$ cat config.mk
export PLATFORM = sky130hd
export DESIGN_NAME = tpv_mul
export DESIGN_NICKNAME = d
export VERILOG_FILES = /design/src/triangle_plane_from_vertex_store_top_macros.svh /design/src/tpv_pkg.sv /design/src/tpv_mul.sv
export SDC_FILE = /design/constraint.sdc
export NUM_CORES = 1
export LEC_CHECK = 0
export ABC_AREA = 1
export BUFFER_PORTS_ARGS = -buffer_cell sky130_fd_sc_hd__buf_2
export CORE_UTILIZATION = 30
export DETAILED_ROUTE_END_ITERATION = 10
export GPL_TIMING_DRIVEN = 1
export PLACE_DENSITY = 0.57
export SLEW_MARGIN = 20
export SYNTH_ARGS = -nofsm -noshare
export SYNTH_HDL_FRONTEND = slang
export SYNTH_SLANG_ARGS = --single-unit
$ cat constraint.sdc
create_clock -name clk -period 7.1 [get_ports clk]
set_input_delay 0 -clock clk [delete_from_list [all_inputs] [get_ports clk]]
set_output_delay 0 -clock clk [all_outputs]
set_load 0.03 [all_outputs]
$ cat src/triangle_plane_from_vertex_store_top_macros.svh
// ----------------------------------------------------------------------------
// Assertion macros for the triangle plane block
// Concurrent checks that are sampled on clk and held off while rst_n is low.
// ----------------------------------------------------------------------------
`ifndef TRIANGLE_PLANE_FROM_VERTEX_STORE_TOP_MACROS_SVH
`define TRIANGLE_PLANE_FROM_VERTEX_STORE_TOP_MACROS_SVH

// Check in the same cycle.
`define TPV_ASSERT_NOW(label, ante, cons, msg) \
  label: assert property (@(posedge clk) disable iff (!rst_n) (ante) |-> (cons)) \
    else $error(msg);

// Check in the following cycle.
`define TPV_ASSERT_NEXT(label, ante, cons, msg) \
  label: assert property (@(posedge clk) disable iff (!rst_n) (ante) |=> (cons)) \
    else $error(msg);

`endif

$ cat src/tpv_pkg.sv
// ----------------------------------------------------------------------------
// tpv_pkg
// Widths, types and mode codes that the triangle plane block shares.
// ----------------------------------------------------------------------------
package tpv_pkg;

  localparam int VERTEX_COUNT = 1024;
  localparam int ADDR_BITS    = $clog2(VERTEX_COUNT);
  localparam int COORD_BITS   = 24;            // stored bits of a coordinate
  localparam int COORD_W      = 24;            // field width of a coordinate
  localparam int IDX_W        = 10;
  localparam int EDGE_W       = COORD_W + 1;
  localparam int NORM_W       = 51;
  localparam int MUL_W        = 51;
  localparam int PROD_W       = 2 * MUL_W;
  localparam int MUL_CNT_W    = $clog2(MUL_W + 1);
  localparam int SQ_W         = 100;
  localparam int UNIT_W       = 31;            // magnitude bits of a unit component
  localparam int DOT_W        = 57;
  localparam int DIST_W       = 33;
  localparam int FRAC_BITS    = 60;
  localparam int ROOT_CNT_W   = $clog2(FRAC_BITS + 1);
  localparam int DIST_SHIFT   = 22;

  typedef enum logic [1:0] {
    MODE_WRITE = 2'd0,
    MODE_RAW   = 2'd1,
    MODE_UNIT  = 2'd2,
    MODE_PLANE = 2'd3
  } mode_t;

  typedef logic signed [COORD_W-1:0] coord_t;
  typedef logic [IDX_W-1:0]          idx_t;
  typedef logic signed [NORM_W-1:0]  norm_t;
  typedef logic signed [DIST_W-1:0]  dist_t;

endpackage

$ cat src/tpv_mul.sv
// ----------------------------------------------------------------------------
// tpv_mul
// Unsigned shift-and-add multiplier, one multiplier bit per cycle.
// ----------------------------------------------------------------------------
module tpv_mul (
  input  logic                       clk,
  input  logic                       rst_n,
  input  logic                       start,
  input  logic [tpv_pkg::MUL_W-1:0]  op_a,
  input  logic [tpv_pkg::MUL_W-1:0]  op_b,
  output logic                       busy,
  output logic                       done,
  output logic [tpv_pkg::PROD_W-1:0] product
);
  import tpv_pkg::*;

  logic [PROD_W-1:0]    mcand_r;
  logic [PROD_W-1:0]    acc_r;
  logic [MUL_W-1:0]     mplier_r;
  logic [MUL_CNT_W-1:0] cnt_r;
  logic                 busy_r;
  logic                 done_r;

  always_ff @(posedge clk) begin
    if (!rst_n) begin
      busy_r <= 1'b0;
      done_r <= 1'b0;
      cnt_r  <= '0;
    end else begin
      done_r <= busy_r && (cnt_r == MUL_CNT_W'(1));
      if (start) begin
        busy_r <= 1'b1;
        cnt_r  <= MUL_CNT_W'(MUL_W);
      end else if (busy_r) begin
        cnt_r <= cnt_r - MUL_CNT_W'(1);
        if (cnt_r == MUL_CNT_W'(1)) begin
          busy_r <= 1'b0;
        end
      end
    end
  end

  // add the shifted multiplicand for each set multiplier bit
  always_ff @(posedge clk) begin
    if (start) begin
      mcand_r  <= PROD_W'(op_a);
      mplier_r <= op_b;
      acc_r    <= '0;
    end else if (busy_r) begin
      if (mplier_r[0]) begin
        acc_r <= acc_r + mcand_r;
      end
      mcand_r  <= mcand_r << 1;
      mplier_r <= mplier_r >> 1;
    end
  end

  assign busy    = busy_r;
  assign done    = done_r;
  assign product = acc_r;

endmodule

==> flow_metrics.tcl <==
set metrics [dict create \
    outcome "complete, no violations" \
    path_class "flip-flop to flip-flop" \
    switchingPower_mw 1.71 \
    critPathLaunch "product[60]$_SDFFE_PP0P_" \
    cp_max_fo 5 \
    avgRoutedWirePerCell_um 17.4 \
    grt_pass1_vias 20400 \
    ys_ff_latch 263 \
    clock-root-buffer "clkbuf_16" \
    power_frac_clock_pct 37.7 \
    port_buffers 208 \
    drive_gt1_share_pct 9.99 \
    synth_top_area_share_pct 24.1 \
    hp-class "primary input to flip-flop" \
    overflow 0 \
    start_util_pct 30.4 \
    seq_power_share_pct 36.7 \
    hpwl_um 64100 \
    ys_async_sr_fraction_pct 0 \
    relSlewSlack_pct 32.0 \
    grt_pass1_wl_um 122000 \
    ys.warnings.count 0 \
    combPwrFrac_pct 25.6 \
    dr.first_iter.drc_count 1888 \
    finalWirelength_um 81200 \
    fin_crit_ns 3.09 \
    cts_buffer_depth 3 \
    io_pins 209 \
    r2r_slack_ns 4.01 \
    end_kind "flip-flop" \
    sw_frac_of_total_pct 34.5 \
    r2r-start "product[60]$_SDFFE_PP0P_" \
    synth_edf_count 102 \
    via_per_inst 4.62 \
    postCtsResizedCells 0 \
    htreeDepth 2 \
    die_y_um 264 \
    finalHoldViolCount 0 \
    antenna_found_initial 1 \
    synth_area_leaders "nand2_1, dfxtp_1, edfxtp_1" \
    cts_hold_buf 108 \
    synthFlopType "dfxtp_1" \
    worstSkewPairLatency_ns 0.57 \
    yosysTopAreaCell "nand2_1" \
    hp-start "op_b[18]" \
    yosys-top-cells-count "nand2_1, inv_1, nor2_1" \
    synth_fp_nets 3679 \
    num_rows 95 \
    cp.required_ns 7.56 \
    fmax_mhz 324 \
    tightestPinTransition_ns 1.02 \
    finalMaxSlewViolations 0 \
    grt_max_degree 100 \
    skew_ns 0.0332 \
    crit_end "product[93]$_SDFFE_PP0P_" \
    layout.nets 3968 \
    synth_area_per_cell_um2 5.91 \
    antenna_left 0 \
    p_per_area_nw_per_um2 201 \
    ys_types 38 \
    instances_no_fill 4657 \
    critPathArrivalTime_ns 3.55 \
    cts_setup_buffers 0 \
    intPower_mw 3.26 \
    netlist_instances 3470 \
    numCtsBuffers 34 \
    rsz0062_at_grt "false" \
    core_area_um2 67400 \
    design.die.area_um2 69500 \
    cp-start-kind "flip-flop" \
    syn_area_um2 20500 \
    cts.sinks 263 \
    ir_drop_mv 0.132 \
    vias 21500 \
    antenna_cells 0 \
    fin_tns_setup_ns 0 \
    syn2layout_area_growth_pct 20.5 \
    placed_cells 4488 \
    setup_viol 0 \
    place.gp.congestion 1.03 \
    die_w_um 264 \
    grt_use_total_pct 23.0 \
    yosysMostFrequentCell "nand2_1" \
    cts_tree "built" \
    first_pass_iters 6 \
    drcViolationCount 0 \
    path_clk_slew_ns 0.06 \
    drv_cap 0 \
    ys_seq_area_share_pct 30.6 \
    rr_endpoint "product[93]$_SDFFE_PP0P_" \
    p_leak_nw 13.8 \
    final.period_utilization_pct 43.5 \
    worstRegToRegCells 12 \
]
==> area by class of cell <==
cell class / instances / area [µm²]
Clock inverter: 18 / 243
Inverter: 637 / 2400
Multi-Input combinational cell: 2498 / 11600
Sequential cell: 263 / 6290
Tap cell: 873 / 1090
Clock buffer: 43 / 937
Timing Repair Buffer: 325 / 2200
Fill cell: 7497 / 42700
==> logic make-up after synthesis <==
logic type	after synthesis	synth area share [%]
DFF	263	30.6
adders and majority gates	104	6.38
AOI/OAI and AO/OA	285	7.41
and+or+nand+nor	2054	40.2
buffers and inverters	709	13.0
xor gates and xnor gates	55	2.35
==> worst max-delay path, cell delays in order, from the launching register on <==
cell and delay [ns]:
dfxtp_1 0.39, ha_1 0.50, nand2_1 0.15, nor2_1 0.25
nand2_1 0.22, nor2_1 0.43, nand2_1 0.22, nor2_1 0.31
nand2_1 0.12, nand4_1 0.11, nand3_1 0.14, nand2_1 0.10
inv_1 0.04
==> placed cells by master (no fill, tap or decap), types with 31 or more instances in the layout <==
cell type	netlist	layout
a21oi_1	107	107
buf_2	4	207
clkbuf_16	0	36
dfxtp_1	161	160
dlygate4sd3_1	0	108
edfxtp_1	102	102
ha_1	103	103
inv_1	602	600
inv_2	32	31
nand2_1	1318	1318
nand3_1	122	122
nor2_1	496	496
o21ai_0	128	128
xor2_1	45	45
==> per-stage QoR <==
step                      area, µm²  total power, mW  setup slack, ns  hold slack, ns  utilization, %
after floorplan               20500             2.66             3.75           0.125               -
after global placement        22500             3.07             4.01           0.267            33.3
after detailed placement      22500             3.07             4.00           0.272            33.3
after CTS                     24700             5.01             4.01           0.200            36.7
after global routing          24700             5.23             3.83           0.246            36.7
final                         24700             4.97             4.01           0.231            36.7
==> worst min path at each step <==
stage	to	slack, ns	cells past startpoint
after floorplan	cnt_r[0]$_SDFFE_PN0P_	0.12	2
after global placement	cnt_r[5]$_SDFFE_PN0P_	0.27	3
after detailed placement	mplier_r[11]$_DFFE_PP_	0.27	3
after CTS	mplier_r[28]$_DFFE_PP_	0.20	4
after global routing	mplier_r[13]$_DFFE_PP_	0.25	4
final	mplier_r[18]$_DFFE_PP_	0.23	4
==> registers in the layout, indices dropped and copies added (netlist names) <==
register / cells
busy: 1
done: 1
product: 102
cnt_r: 6
mcand_r: 102
mplier_r: 51
==> power by group through the flow <==
stage / sequential, mW / combinational, mW / clock, mW
2_1_floorplan: 1.91 / 0.741 / 0
3_3_place_gp: 1.85 / 1.22 / 0
3_5_place_dp: 1.85 / 1.22 / 0
4_1_cts: 1.82 / 1.27 / 1.92
5_1_grt: 1.84 / 1.41 / 1.98
6_report: 1.82 / 1.27 / 1.87
==> metal layers <==
| layer | vias up | GRT usage, % | wire [µm] |
|---|---|---|---|
| met5 | - | 0 | 0 |
| met4 | 0 | 8.60 | 3100 |
| met3 | 147 | 4.15 | 5540 |
| met2 | 675 | 36.7 | 35400 |
| met1 | 9611 | 30.8 | 37100 |
| li1 | 11100 | - | - |
No activity file was read; power rests on OpenSTA's default activity.
