===== src/triangle_plane_from_vertex_store_top_macros.svh =====
// ----------------------------------------------------------------------------
// Assertion macros for the triangle plane block
// Concurrent checks that are sampled on clk and held off while rst_n is low.
// ----------------------------------------------------------------------------
`ifndef TRIANGLE_PLANE_FROM_VERTEX_STORE_TOP_MACROS_SVH
`define TRIANGLE_PLANE_FROM_VERTEX_STORE_TOP_MACROS_SVH

// Check in the same cycle.
`define TPV_ASSERT_NOW(label, ante, cons, msg) \
  label: assert property (@(posedge clk) disable iff (!rst_n) (ante) |-> (cons)) \
    else $error(msg);

// Check in the following cycle.
`define TPV_ASSERT_NEXT(label, ante, cons, msg) \
  label: assert property (@(posedge clk) disable iff (!rst_n) (ante) |=> (cons)) \
    else $error(msg);

`endif


===== src/tpv_pkg.sv =====
// ----------------------------------------------------------------------------
// tpv_pkg
// Widths, types and mode codes that the triangle plane block shares.
// ----------------------------------------------------------------------------
package tpv_pkg;

  localparam int VERTEX_COUNT = 1024;
  localparam int ADDR_BITS    = $clog2(VERTEX_COUNT);
  localparam int COORD_BITS   = 24;            // stored bits of a coordinate
  localparam int COORD_W      = 24;            // field width of a coordinate
  localparam int IDX_W        = 10;
  localparam int EDGE_W       = COORD_W + 1;
  localparam int NORM_W       = 51;
  localparam int MUL_W        = 51;
  localparam int PROD_W       = 2 * MUL_W;
  localparam int MUL_CNT_W    = $clog2(MUL_W + 1);
  localparam int SQ_W         = 100;
  localparam int UNIT_W       = 31;            // magnitude bits of a unit component
  localparam int DOT_W        = 57;
  localparam int DIST_W       = 33;
  localparam int FRAC_BITS    = 60;
  localparam int ROOT_CNT_W   = $clog2(FRAC_BITS + 1);
  localparam int DIST_SHIFT   = 22;

  typedef enum logic [1:0] {
    MODE_WRITE = 2'd0,
    MODE_RAW   = 2'd1,
    MODE_UNIT  = 2'd2,
    MODE_PLANE = 2'd3
  } mode_t;

  typedef logic signed [COORD_W-1:0] coord_t;
  typedef logic [IDX_W-1:0]          idx_t;
  typedef logic signed [NORM_W-1:0]  norm_t;
  typedef logic signed [DIST_W-1:0]  dist_t;

endpackage


===== src/tpv_root.sv =====
// ----------------------------------------------------------------------------
// tpv_root
// Unit magnitude: floor(sqrt(floor(num * 2^60 / den))), one bit of the
// quotient and then one root bit per cycle.
// ----------------------------------------------------------------------------
module tpv_root (
  input  logic                       clk,
  input  logic                       rst_n,
  input  logic                       start,
  input  logic [tpv_pkg::SQ_W-1:0]   num,
  input  logic [tpv_pkg::PROD_W-1:0] den,
  output logic                       busy,
  output logic                       done,
  output logic [tpv_pkg::UNIT_W-1:0] root
);
  import tpv_pkg::*;

  localparam int REM_W  = PROD_W + 1;
  localparam int QUO_W  = FRAC_BITS + 1;
  localparam int RAD_W  = 2 * UNIT_W;
  localparam int SREM_W = UNIT_W + 4;

  typedef enum logic [1:0] {R_IDLE, R_DIV, R_SQRT} rstate_t;

  rstate_t               state_r;
  logic [ROOT_CNT_W-1:0] cnt_r;
  logic                  done_r;
  logic [REM_W-1:0]      rem_r;
  logic [PROD_W-1:0]     den_r;
  logic [QUO_W-1:0]      quo_r;
  logic [RAD_W-1:0]      rad_r;
  logic [SREM_W-1:0]     srem_r;
  logic [UNIT_W-1:0]     root_r;

  logic [REM_W-1:0]      rem_cur;
  logic                  rem_ge;
  logic [REM_W-1:0]      rem_nxt;
  logic [QUO_W-1:0]      quo_nxt;
  logic [SREM_W-1:0]     srem_cur;
  logic [SREM_W-1:0]     trial;
  logic                  srem_ge;

  // long division: the integer part comes first, then one fraction bit a step
  always_comb begin
    rem_cur = (cnt_r == ROOT_CNT_W'(FRAC_BITS)) ? rem_r : {rem_r[REM_W-2:0], 1'b0};
    rem_ge  = rem_cur >= {1'b0, den_r};
    rem_nxt = rem_ge ? rem_cur - {1'b0, den_r} : rem_cur;
    quo_nxt = {quo_r[QUO_W-2:0], rem_ge};
  end

  // restoring square root, two radicand bits a step
  always_comb begin
    srem_cur = {srem_r[SREM_W-3:0], rad_r[RAD_W-1 -: 2]};
    trial    = {2'b00, root_r, 2'b01};
    srem_ge  = srem_cur >= trial;
  end

  always_ff @(posedge clk) begin
    if (!rst_n) begin
      state_r <= R_IDLE;
      cnt_r   <= '0;
      done_r  <= 1'b0;
    end else begin
      done_r <= 1'b0;
      unique case (state_r)
        R_IDLE: begin
          if (start) begin
            rem_r   <= REM_W'(num);
            den_r   <= den;
            quo_r   <= '0;
            cnt_r   <= ROOT_CNT_W'(FRAC_BITS);
            state_r <= R_DIV;
          end
        end
        R_DIV: begin
          rem_r <= rem_nxt;
          quo_r <= quo_nxt;
          if (cnt_r == '0) begin
            rad_r   <= RAD_W'(quo_nxt);
            srem_r  <= '0;
            root_r  <= '0;
            cnt_r   <= ROOT_CNT_W'(UNIT_W - 1);
            state_r <= R_SQRT;
          end else begin
            cnt_r <= cnt_r - ROOT_CNT_W'(1);
          end
        end
        R_SQRT: begin
          rad_r  <= rad_r << 2;
          srem_r <= srem_ge ? srem_cur - trial : srem_cur;
          root_r <= {root_r[UNIT_W-2:0], srem_ge};
          if (cnt_r == '0) begin
            done_r  <= 1'b1;
            state_r <= R_IDLE;
          end else begin
            cnt_r <= cnt_r - ROOT_CNT_W'(1);
          end
        end
        default: state_r <= R_IDLE;
      endcase
    end
  end

  assign busy = (state_r != R_IDLE);
  assign done = done_r;
  assign root = root_r;

endmodule


===== config.mk =====
export PLATFORM = sky130hd
export DESIGN_NAME = tpv_root
export DESIGN_NICKNAME = d
export VERILOG_FILES = /design/src/triangle_plane_from_vertex_store_top_macros.svh /design/src/tpv_pkg.sv /design/src/tpv_root.sv
export SDC_FILE = /design/constraint.sdc
export NUM_CORES = 1
export LEC_CHECK = 0
export BUFFER_PORTS_ARGS = -buffer_cell sky130_fd_sc_hd__buf_2
export CORE_ASPECT_RATIO = 0.8
export CORE_MARGIN = 2
export CORE_UTILIZATION = 34
export DETAILED_ROUTE_END_ITERATION = 7
export GPL_ROUTABILITY_DRIVEN = 0
export PLACE_DENSITY = 0.49
export SYNTH_ARGS = -nofsm -noshare
export SYNTH_HDL_FRONTEND = slang
export SYNTH_SLANG_ARGS = --single-unit

===== constraint.sdc =====
create_clock -name clk -period 16.1 [get_ports clk]
set_input_delay 3.22 -clock clk [delete_from_list [all_inputs] [get_ports clk]]
set_output_delay 3.22 -clock clk [all_outputs]
set_load 0.005 [all_outputs]

==> summary by stage, run 1 <==
Finish
Leaving out fill and tap cells, the most frequent cells in the layout are edfxtp_1, a21oi_1, nor2_1, buf_2, inv_1. The layout net count is approximately 3200. The most common library cell in the layout ignoring fill and taps is edfxtp_1. Relative to the synthesized area, the layout overhead comes to 12.76%. The diode insertion count for antenna repair is 0. The fraction of layout cells with a size suffix above 1 is between 10% and 20%.

STA
The routed design could run at a clock period as short as 6.248 ns. The number of endpoints with negative hold slack in the final report is 0. The clock skew after layout is 0.03158 ns.

The max-slew violation count was 0. In this run the tightest slew margin relative to its limit is a little under a fifth. For the pin with the worst max-slew slack, the measured transition is 1.220 ns. Setup repair after global routing left no endpoint under its margin. The top achievable clock speed is about 160 MHz. Of the available clock period, the critical path in the final layout requires about two fifths. Summed over all failing endpoints, the final setup total negative slack is 0 ns. The setup slack of the critical path after layout is just under 10 ns. Setup violations remaining at the end of the flow were counted as 0.

Die
The initial core utilization is between 30% and 40%. The die extent in x is 317.5 µm. The site row count is 91. During I/O placement, the number of pins put on the boundary was between 200 and 250. The die covers 0.08089 mm². The total area inside the core boundary comes to 0.07742 mm². The floorplan step set the die height to between 200 and 300 µm.

Worst setup path
The top fanout value on the critical path is 57. Traced cell by cell, the critical path runs through inv_1, ha_1, nand3_4, mux2_2, ha_1, a21oi_1, o21ai_0, nor2_1, or3_1, o2111ai_1, and2_4, a21oi_4, o21ai_4, buf_4, nand2_2, inv_1, a41o_1. The nature of the critical path startpoint is a flop.

Counting cells, the worst reg-to-reg path comes to 17. The data required time of the critical path is about 17 ns. STA puts the critical path data arrival time at about 6.7 ns. The startpoint-to-endpoint class of the critical path is reg2reg. The kind of capture point of the worst setup path is a flop. The critical path's largest stage delay is about 0.9 ns. The gate family responsible for the most delay along the worst path is simple AND/OR/NAND/NOR gates.

The slowest cell on the critical path is o21ai_0. The setup check on the worst reg-to-reg path leaves a slack of between 9 and 10 ns. The critical path runs through a total of 17 cells. The number of buffer and inverter instances along the worst setup path is 3.

Power and ir drop
The part of the power in registers is 38.5%. Internal power comes to 2264 µW. The part of the total power dissipated in combinational logic is 28.5%.

The worst ir drop on vdd is about 0.000073 V. The analysis attributes to cell leakage a power of approximately 0.012 µW. The total power of the final layout is around 3400 µW. The analysis attributes to net switching a power of around 1100 µW. The cell area power density is roughly 110 mW/mm². The share of total power in the clock network is approximately a third. The switching share of power is 32.49%.

Synth
The mux share of post-synthesis cell area is under 10%. In this run the biggest area consumer among cell types represents a little over two fifths of the synthesized area. Among all flip-flop cells after synthesis, the most frequent one is edfxtp_1. Summing the sequential cell areas from Yosys gives between 40 and 50% of the chip area. During synthesis, Yosys emitted a total of 0 warnings. The adder-cell share of the synthesized area is between 6 and 7%.

A synthesized cell averages between 10 and 15 µm². The post-synthesis sequential element count is 400. The summed instance area of the synthesized netlist is 0.02673 mm². edfxtp_1 takes more of the synthesized area than any other cell. Yosys mapped a number of flops with a built-in enable equal to around 400. The count of mapped cells out of synthesis is around 2700. The synthesized netlist devotes between 10 and 15% of its cell area to simple gates. The combinational family with the most area after synthesis is compound AO/OA/AOI/OAI gates. The net count of the mapped netlist is 2999.

After Yosys synthesis, XOR and XNOR cells account for around 3.9% of the synthesized area. For this run, asynchronously set or reset flops after synthesis account for 0%. The synthesized-area fraction occupied by ao, oa, aoi and oai cells is 16.15%.

In the post-synthesis netlist, the biggest area contributors are edfxtp_1, mux2_2, ha_1, a21oi_1, nor2_1. The number of distinct library cells after synthesis is ~100.

Clock tree
In this run the post-CTS setup repair buffer count came out at 0. The H-tree depth reported by CTS is 2. TritonCTS built the clock tree. The number of hold buffers added after CTS was 0. In this run the deepest clock path goes through 3 buffers. The later pin in the worst-skew pair is clocked with a latency of approximately 0.6 ns. The root buffer cell chosen for the clock tree is clkbuf_16. The total clock buffers created by CTS is 47.

The tree built by TritonCTS fans out to 400 sinks. The clock transition time at the flip-flop clock pins of the worst setup and hold paths is 0.06 ns. The number of gates resized after cts is 0.

Global routing
The number of global-route vias before repair is 20510. The total global routing overflow is 0. The initial antenna violation count was 3. The maximum number of pins on one net before global-route repair is between 100 and 150.

The total global-route track usage is roughly 18%. The first global-routing pass estimated ~120000 µm of wire.

Placed design
The sum of net half-perimeters after detailed placement is about 54000 µm. The count of buffers added on input and output ports is between 200 and 250. The post-placement setup slack is roughly 9.8 ns.

Outcome
The flow ran to the end, and the final reports show no timing, DRC or antenna violations.

Drt
After detailed routing, the total wire length is ~74000 µm. After detailed routing, the number of remaining DRC violations is 0. The routed layout has between 20000 and 25000 vias. The first TritonRoute pass finished after 5 iterations. After detailed routing, the number of vias per cell comes to about 5.3. Once detail routing completed, the nets flagged for antenna violations numbered 0. The starting DRC count in detailed routing is between 1000 and 1500. Dividing the detail-routed wire length by the instance count gives between 15 and 20 µm.

Min path
The path type of the worst min-delay path is reg2reg. Counting instances, the worst hold path has a depth of 1.

Run
The max-cap check violation count is 0.
worst register-to-register path, delay by kind of cell (launching register included):
family | cells | cell delay [ns]
AO/OA/AOI/OAI | 6 | 1.69
adder cells (fa/ha/maj) | 2 | 0.76
buffers and inverters | 3 | 0.90
flip-flops | 1 | 0.34
multiplexers | 1 | 0.58
AND/OR/NAND/NOR | 5 | 1.86
Yosys cell counts (6+ instances only):
library cell	n
nand4b_1	6
and3_1	11
nand3_1	62
buf_6	9
nand2b_1	17
o211ai_1	16
nand2_1	160
nor2_1	253
clkbuf_1	68
nor4_1	9
nor3_1	24
xor2_1	47
buf_4	10
o21bai_1	33
mux2_2	162
or3_1	7
nand4_1	61
a211oi_2	6
buf_2	32
nor2b_1	19
a21oi_2	6
and2_1	68
a21oi_1	296
a21boi_0	19
o21ai_0	102
o221ai_1	9
a211oi_1	6
edfxtp_1	391
a21o_1	53
dfxtp_1	9
xnor2_1	72
a31oi_1	27
and4_1	6
mux2i_1	72
o21ai_1	27
o21a_1	14
ha_1	140
inv_1	199
kinds of logic (layout without fill, tap and decap cells):
kind of cell	Yosys count	in the layout
simple gates	738	738
compound gates	686	686
flops	400	400
buf+inv	335	536
mux	234	234
fa+ha+maj	141	141
xor+xnor	119	119
sequential cells by signal, indices dropped and copies added (netlist names):
register / count
done: 1
den_r: 102
srem_r: 33
rad_r: 62
state_r: 2
cnt_r: 6
rem_r: 103
quo_r: 60
root: 31
power by group through the flow:
stage | clock [µW] | sequential (µW) | combinational (µW)
3_5_place_dp | 0 | 1310 | 948
3_3_place_gp | 0 | 1310 | 942
2_1_floorplan | 0 | 1310 | 721
4_1_cts | 1140 | 1290 | 954
6_report | 1110 | 1290 | 955
5_1_grt | 1180 | 1300 | 1060
path summary, 6_finish.rpt:
| path | startpoint | endpoint |
|---|---|---|
| min | rad_r[59] | rad_r[61] |
| min reg2reg | rad_r[59] | rad_r[61] |
| max | cnt_r[0] | rem_r[102] |
| max reg2reg | cnt_r[0] | rem_r[102] |
per-stage QoR:
step	cells	instance area, µm²	utilization, %	hold WS [ns]
5_1_grt	3877	30140	38.93	0.5483
3_3_place_gp	3792	28570	36.90	0.5299
6_report	3877	30140	38.93	0.5313
2_1_floorplan	2653	26730	-	0.4934
4_1_cts	3877	30140	38.93	0.5357
3_5_place_dp	3792	28570	36.90	0.5253
per-layer routing:
metal / global-route usage [%] / share of wire, % / up-vias
met5: 0 / 0 / -
met4: 5.197 / 2.5 / 0
met3: 2.811 / 5.4 / 111
met2: 26.72 / 42 / 592
li1: - / - / 10000
met1: 26.52 / 50 / 9976
area by class of cell:
class                   count  area [µm²]
inverters                 201       754.5
repair buffers            250        1296
multi-input cells        1918       13320
flip-flops and latches    400       11920
clock buffers              54        1234
well taps                1023        1280
fillers                  7772       47280
clock inverters            31       337.8
Note: power is estimated with default switching activity, not from simulation.
==> inputs of run 2 (changes only) <==
--- a/config.mk
+++ b/config.mk
@@ -11,7 +11,7 @@
 export CORE_UTILIZATION = 34
 export DETAILED_ROUTE_END_ITERATION = 7
 export GPL_ROUTABILITY_DRIVEN = 0
-export PLACE_DENSITY = 0.49
+export PLACE_DENSITY = 0.51
 export SYNTH_ARGS = -nofsm -noshare
 export SYNTH_HDL_FRONTEND = slang
 export SYNTH_SLANG_ARGS = --single-unit
==> constraint.sdc (replaced) <==
create_clock -name clk -period 5.35 [get_ports clk]
set_input_delay 1.07 -clock clk [delete_from_list [all_inputs] [get_ports clk]]
set_output_delay 1.07 -clock clk [all_outputs]
set_load 0.005 [all_outputs]
==> summary by stage, run 2 (synthesis results as in run 1) <==
Outcome
The flow ran to the end, and the final reports show no timing, DRC or antenna violations.

Die
The core region is 0.07742 mm². For this design the top-level I/O count stands at 238. The floorplan step defined a die boundary enclosing roughly 0.081 mm².

The floorplan step set the die height to about 250 µm. The initial core utilization is 34.52%. The initialized floorplan defines 91 standard-cell rows. The die extent in x is around 320 µm.

Placed design
Buffers placed on the I/O ports in this run total ~240. The sum of net half-perimeters after detailed placement is 56330 µm. The placed instance count is approximately 3800.

Drt
The first routing iteration left approximately 1700 violations. The detail route stage leaves a number of antenna-violating nets equal to 0. The routed layout has 20720 vias.

After detailed routing, the number of vias per cell comes to 5.311. The post-detailed-routing wire length is roughly 75000 µm. For this run, the detailed router's first-pass iteration total came to 7. In the routed design, unresolved DRC markers number 0. In the final routed layout, each cell accounts on average for 19.35 µm.

Clock tree
The total clock buffers created by CTS is 46. The tree is rooted in a clkbuf_16. The clock transition time at the flip-flop clock pins of the worst setup and hold paths is 0.07 ns. The deepest clock path buffer count is 3.

The CTS sink count is 400. The H-tree depth reported by CTS is 2. The CTS tree is done. The clock latency on the worst-skew pair is between 0.5 and 0.6 ns.

The total of hold buffers inserted after clock tree synthesis is 0.

Finish
The multi-input combinational cells in the finished layout cover a total of 0.01334 mm². The most common library cell in the layout ignoring fill and taps is edfxtp_1. The diode insertion count for antenna repair is 0. The flip-flop count of the largest register after layout is 103. The layout has a little under 8000 filler cells. The fraction of layout cells with a size suffix above 1 is 19.91%.

The register with the most flip-flops in the final layout is rem_r. The count of cells in the finished layout, fillers not included, comes to 3901. The area overhead of the layout relative to synthesis is 13.54%.

The register area is 0.01192 mm². In the layout the commonest cells are edfxtp_1, a21oi_1, nor2_1, buf_2, inv_1. In the final layout, the registers with the most flip-flops are rem_r x103, den_r x102, rad_r x62.

For this run, the post-layout net count is approximately 3200.

STA
Setup repair after global routing left no endpoint under its margin. The top achievable clock speed is roughly 200 MHz. The tightest slew margin relative to the limit is 14.58%. The final critical-path required period is 5.060 ns. The clock skew after layout is 0.01647 ns. The setup TNS is 0 ns. The max-slew violation count was 0. On the final layout, the worst hold slack is roughly 0.52 ns. The final critical-path share of the clock period is between 90% and 100%. The number of endpoints with negative hold slack in the final report was 0. Setup violations remaining at the end of the flow were counted as 0.

The slew at the pin closest to its max-slew limit is 1.279 ns.

Worst setup path
The kind of capture point of the worst setup path is a flop. In this run the worst path has a maximum fanout of 26. The worst setup path is launched from a flop. Traced cell by cell, the critical path runs through inv_1, ha_1, nand3_4, buf_12, mux2_2, ha_1, nand2_1, nor2_2, nand4_1, nor2_1, nand2_1, nor4_2, a21oi_1, o21ai_4, buf_12, buf_4, mux2i_1, a21oi_1. In this design, the stage delay of the slowest critical-path cell is slightly above 0.5 ns.

Among all stages on the critical path, the largest delay is contributed by ha_1. STA puts the critical path data arrival time at about 5.4 ns. The startpoint-to-endpoint class of the critical path is reg2reg. At the worst endpoint, the required time is around 5.7 ns. The number of buffer and inverter instances along the worst setup path is 4. Among cell families on the critical path, the largest total delay comes from simple AND/OR/NAND/NOR gates.

Power and ir drop
VDD sags by at most roughly 0.00021 V. The cell leakage power is between 0.01 and 0.015 µW. Summing internal, switching and leakage power gives 10030 µW. The cell area power density is between 300 and 400 mW/mm².

Min path
The path class of the tightest hold or removal check is reg2reg.

Run
The tool flagged a number of max-cap violations equal to 0.

Global routing
The initial antenna violation count was 1. The wire length of the first global-routing pass is around 120000 µm. The total global-route track usage is 18.24%.

The number of global-route vias before repair is 20800. After global routing the overflow that remains totals 0. The maximum number of pins on one net before global-route repair is between 100 and 150.
-- run 2: cell types whose count changed in the layout (fill, tap and decap cells not counted), moves of 2 or more --
cell / previous run / this run
buf_4: 12 / 27
buf_12: 1 / 8
clkbuf_1: 5 / 10
clkinv_1: 4 / 7
clkinv_4: 4 / 1
clkbuf_16: 48 / 46
clkinv_2: 12 / 10
clkinvlp_4: 3 / 1
inv_6: 1 / 3
-- run 2: worst register-to-register path: stages, from the launching register on --
cell     delay (ns)
dfxtp_1        0.34
inv_1          0.12
ha_1           0.39
nand3_4        0.35
buf_12         0.29
mux2_2         0.34
ha_1           0.51
nand2_1        0.16
nor2_2         0.15
nand4_1        0.18
nor2_1         0.20
nand2_1        0.12
nor4_2         0.48
a21oi_1        0.23
o21ai_4        0.14
buf_12         0.25
buf_4          0.26
mux2i_1        0.21
a21oi_1        0.08
-- run 2: final cells by class --
type                            count  area share, %
Timing Repair Buffer              272          5.104
Tap cell                         1023          4.218
Inverter                          201          2.486
Sequential cell                   400          39.28
Multi-Input combinational cell   1919          43.96
Clock buffer                       58          4.007
Clock inverter                     28         0.9400
-- run 2: where the power goes --
group          switching [µW]  internal, µW
combinational            1810          1110
clock                    1360          1860
sequential                107          3790
-- run 2: final timing paths --
kind	start	end	slack (ns)	cells after the start
worst max-delay path	cnt_r[0]	rem_r[28]	0.29	18
worst min-delay path	rad_r[59]	rad_r[61]	0.52	1
worst max register to register	cnt_r[0]	rem_r[28]	0.29	18
worst min register to register	rad_r[59]	rad_r[61]	0.52	1
-- run 2: timing repair --
action	CTS	global route
resized for setup	0	3
endpoints found under the setup margin	0	26
buffers inserted	0	0
-- run 2: stage by stage --
step	cell area, µm²	setup slack, ns	util, %
floorplan	26740	0.2808	-
global placement	28820	0.3500	37.23
detailed placement	28820	0.2140	37.23
CTS	30330	0.2065	39.17
global route	30350	0.002502	39.20
finish	30350	0.2896	39.20
-- run 2: metal layers --
metal | global-route usage, % | wire length (µm) | up-vias
li1 | - | - | 10070
met1 | 26.64 | 36850 | 9971
met2 | 27.89 | 32380 | 573
met3 | 2.922 | 4398 | 100
met4 | 5.020 | 1855 | 0
met5 | 0 | 0 | -
==> inputs of run 3 (changes only) <==
==> constraint.sdc (replaced) <==
create_clock -name clk -period 5.35 [get_ports clk]
set_input_delay 0.535 -clock clk [delete_from_list [all_inputs] [get_ports clk]]
set_output_delay 0.535 -clock clk [all_outputs]
set_load 0.005 [all_outputs]
==> summary by stage, run 3 (synthesis results as in run 1) <==
Outcome
The flow ran to the end, and the final reports show no timing, DRC or antenna violations.

Clock tree
In this run the clock root is driven by a clkbuf_16. The total clock buffers created by CTS is 46. The clock transition time at the flip-flop clock pins of the worst setup and hold paths is about 0.060 ns. The longest clock path from root to sink contains 3 buffers.

The later pin in the worst-skew pair is clocked with a latency of between 0.6 and 0.7 ns. The tree built by TritonCTS fans out to 400 sinks. TritonCTS built the clock tree. The H-tree depth reported by CTS is 2.

STA
Based on the critical path, the design can be clocked at up to around 200 MHz. The number of endpoints with negative hold slack in the final report is 0. The final setup violation count is 0. The setup TNS is 0 ns.

Setup repair after global routing left no endpoint under its margin. For the pin with the worst max-slew slack, the measured transition is 1.245 ns. The clock skew after layout is ~0.028 ns. The tightest slew margin relative to the limit is between 10% and 20%.

The max-slew violation count is 0. The worst path in the final design needs a cycle of around 5.1 ns, including I/O delays and setup. The final critical-path share of the clock period is a little over nine tenths.

Drt
Dividing the detail-routed wire length by the instance count gives between 15 and 20 µm. The per-cell via count in the routed design is around 5.3. The first detailed-routing pass ran for 5 iterations.

The number of design rule violations left after detail routing is 0. The number of routed nets with antenna violations is 0. The post-detailed-routing wire length is around 75000 µm. In this run, the number of DRC markers left after iteration 0 of detailed routing was about 1600.

The via count is between 20000 and 25000.

Min path
The worst hold path belongs to the class in2reg.

Global routing
The first global-routing pass estimated 116600 µm of wire. Summed over all layers, the global routing overflow is 0. The initial antenna violation count is 2.

Across every metal layer, demand over resource in global routing totals between 15 and 20%. The number of global-route vias before repair is ~20000. Entering global routing, the biggest net connects 177 pins.

Worst setup path
Counting both buffers and inverters, the worst setup path holds a total of 3. Of all nets on the critical path, the largest fanout is 60. The arrival time of the worst setup path is around 5.4 ns. For this run, the slowest stage of the critical path takes between 0.4 and 0.5 ns. The slowest cell on the critical path is ha_1.

Traced cell by cell, the critical path runs through inv_1, ha_1, nand3_4, buf_12, mux2_2, ha_1, nand4_1, nor4_1, nand2_1, nor2_1, o211ai_1, buf_4, nand4_1, nand3_2, o31ai_4, a31oi_1, xor2_1, o221ai_1. Data on the critical path is required at its endpoint by roughly 5.7 ns. The gate family responsible for the most delay along the worst path is simple AND/OR/NAND/NOR gates. The worst setup path is of the reg2reg kind.

The kind of capture point of the worst setup path is a flop. The nature of the critical path startpoint is a flop.

Finish
The register name with the most flops is rem_r. Cells with a size suffix above 1 make up between 15 and 20% of the layout. Cells fill between 30% and 40% of the core in the end.

The flip-flop count of the largest register after layout is between 100 and 150. Compared with the post-synthesis result, the final layout area differs by 13.74%. The most common library cell in the layout ignoring fill and taps is edfxtp_1. The register area is between 0.01 and 0.015 mm². In the layout the commonest cells are edfxtp_1, a21oi_1, nor2_1, buf_2, inv_1. The final layout contains 3180 nets. The area of the multi-input gates is around 0.013 mm². The fill cell total of the finished layout is just under 8000. The diode insertion count for antenna repair is 0.

In the final layout, the registers with the most flip-flops are rem_r x103, den_r x102, rad_r x62.

Power and ir drop
After layout, the design draws a total of a little over 10000 µW. Summed over all cells, the static leakage comes to ~0.012 µW. Across the VDD grid, the largest voltage drop is between 0.0002 and 0.00025 V.

For this design the total switching power over the nets is about 3300 µW. The cell area power density is 335.1 mW/mm². The share of total power in the clock network is 33.1%. The internal cell power is between 6000 and 7000 µW.

In this run, flip-flops and latches consume a little under two fifths of the power. In this run switching power makes up 32.70% of total power. Combinational logic burns ~29% of the power.

Die
The area inside the core boundary is between 0.07 and 0.08 mm². The die is ~320 µm wide. For this configuration, the core starts out at a cell density of roughly a third. In this run the count of I/O pins placed on the die edge is between 200 and 250. The site row count is 91. The overall die height is around 250 µm. The overall die area is 0.08089 mm².

Run
The max-cap check violation count is 0.

Placed design
During placement, the flow inserted port buffers numbering 237. The sum of net half-perimeters after detailed placement is 55240 µm.
[run 3: cell count changes in the layout (fill, tap and decap cells not counted), moves of 2 or more]
cell       delta
buf_4         -6
bufinv_16     +2
clkinv_16     +2
clkinv_2      -2
inv_6         -2
[run 3: repair_timing]
item                       in CTS  in global routing
hold buffers                    0                  0
resized for setup               0                  4
buffers inserted                0                  1
setup endpoints to repair       0                  7
[run 3: layer usage]
metal | global-route usage [%] | vias to the layer above | wire length (µm)
met2 | 27.37 | 528 | 31940
li1 | - | 10060 | -
met1 | 26.57 | 9918 | 37550
met3 | 2.787 | 88 | 3589
met5 | 0 | - | 0
met4 | 4.966 | 0 | 1589
[run 3: path summary, 6_finish.rpt]
| kind | end | startpoint | cells past startpoint | slack (ns) |
|---|---|---|---|---|
| min | den_r[52] | den[52] | 1 | 0.09 |
| max reg2reg | rem_r[89] | cnt_r[0] | 18 | 0.28 |
| min reg2reg | rad_r[19] | rad_r[17] | 1 | 0.53 |
| max | rem_r[89] | cnt_r[0] | 18 | 0.28 |
[run 3: per-stage QoR]
step / setup slack [ns] / area (µm²) / hold WS, ns / cells
finish: 0.2780 / 30400 / 0.08871 / 3894
global route: 0.001893 / 30400 / 0.05581 / 3894
CTS: 0.1197 / 30380 / 0.04915 / 3893
detailed placement: 0.1196 / 28790 / 0.5189 / 3808
global placement: 0.2448 / 28790 / 0.5085 / 3808
floorplan: 0.4376 / 26740 / 0.4934 / 2653
[run 3: power by group through the flow]
stage | clock network (µW) | registers (µW) | logic, µW
floorplan | 0 | 3930 | 2170
global placement | 0 | 3940 | 2880
detailed placement | 0 | 3950 | 2900
CTS | 3470 | 3890 | 2920
global route | 3590 | 3910 | 3240
finish | 3370 | 3890 | 2930
[run 3: area by class of cell]
class | count | area share [%]
multi-input combinational | 1918 | 43.86
timing repair buffer | 267 | 5.013
clock buffer | 57 | 3.955
tap | 1023 | 4.210
clock inverter | 28 | 1.268
inverter | 201 | 2.482
sequential | 400 | 39.21
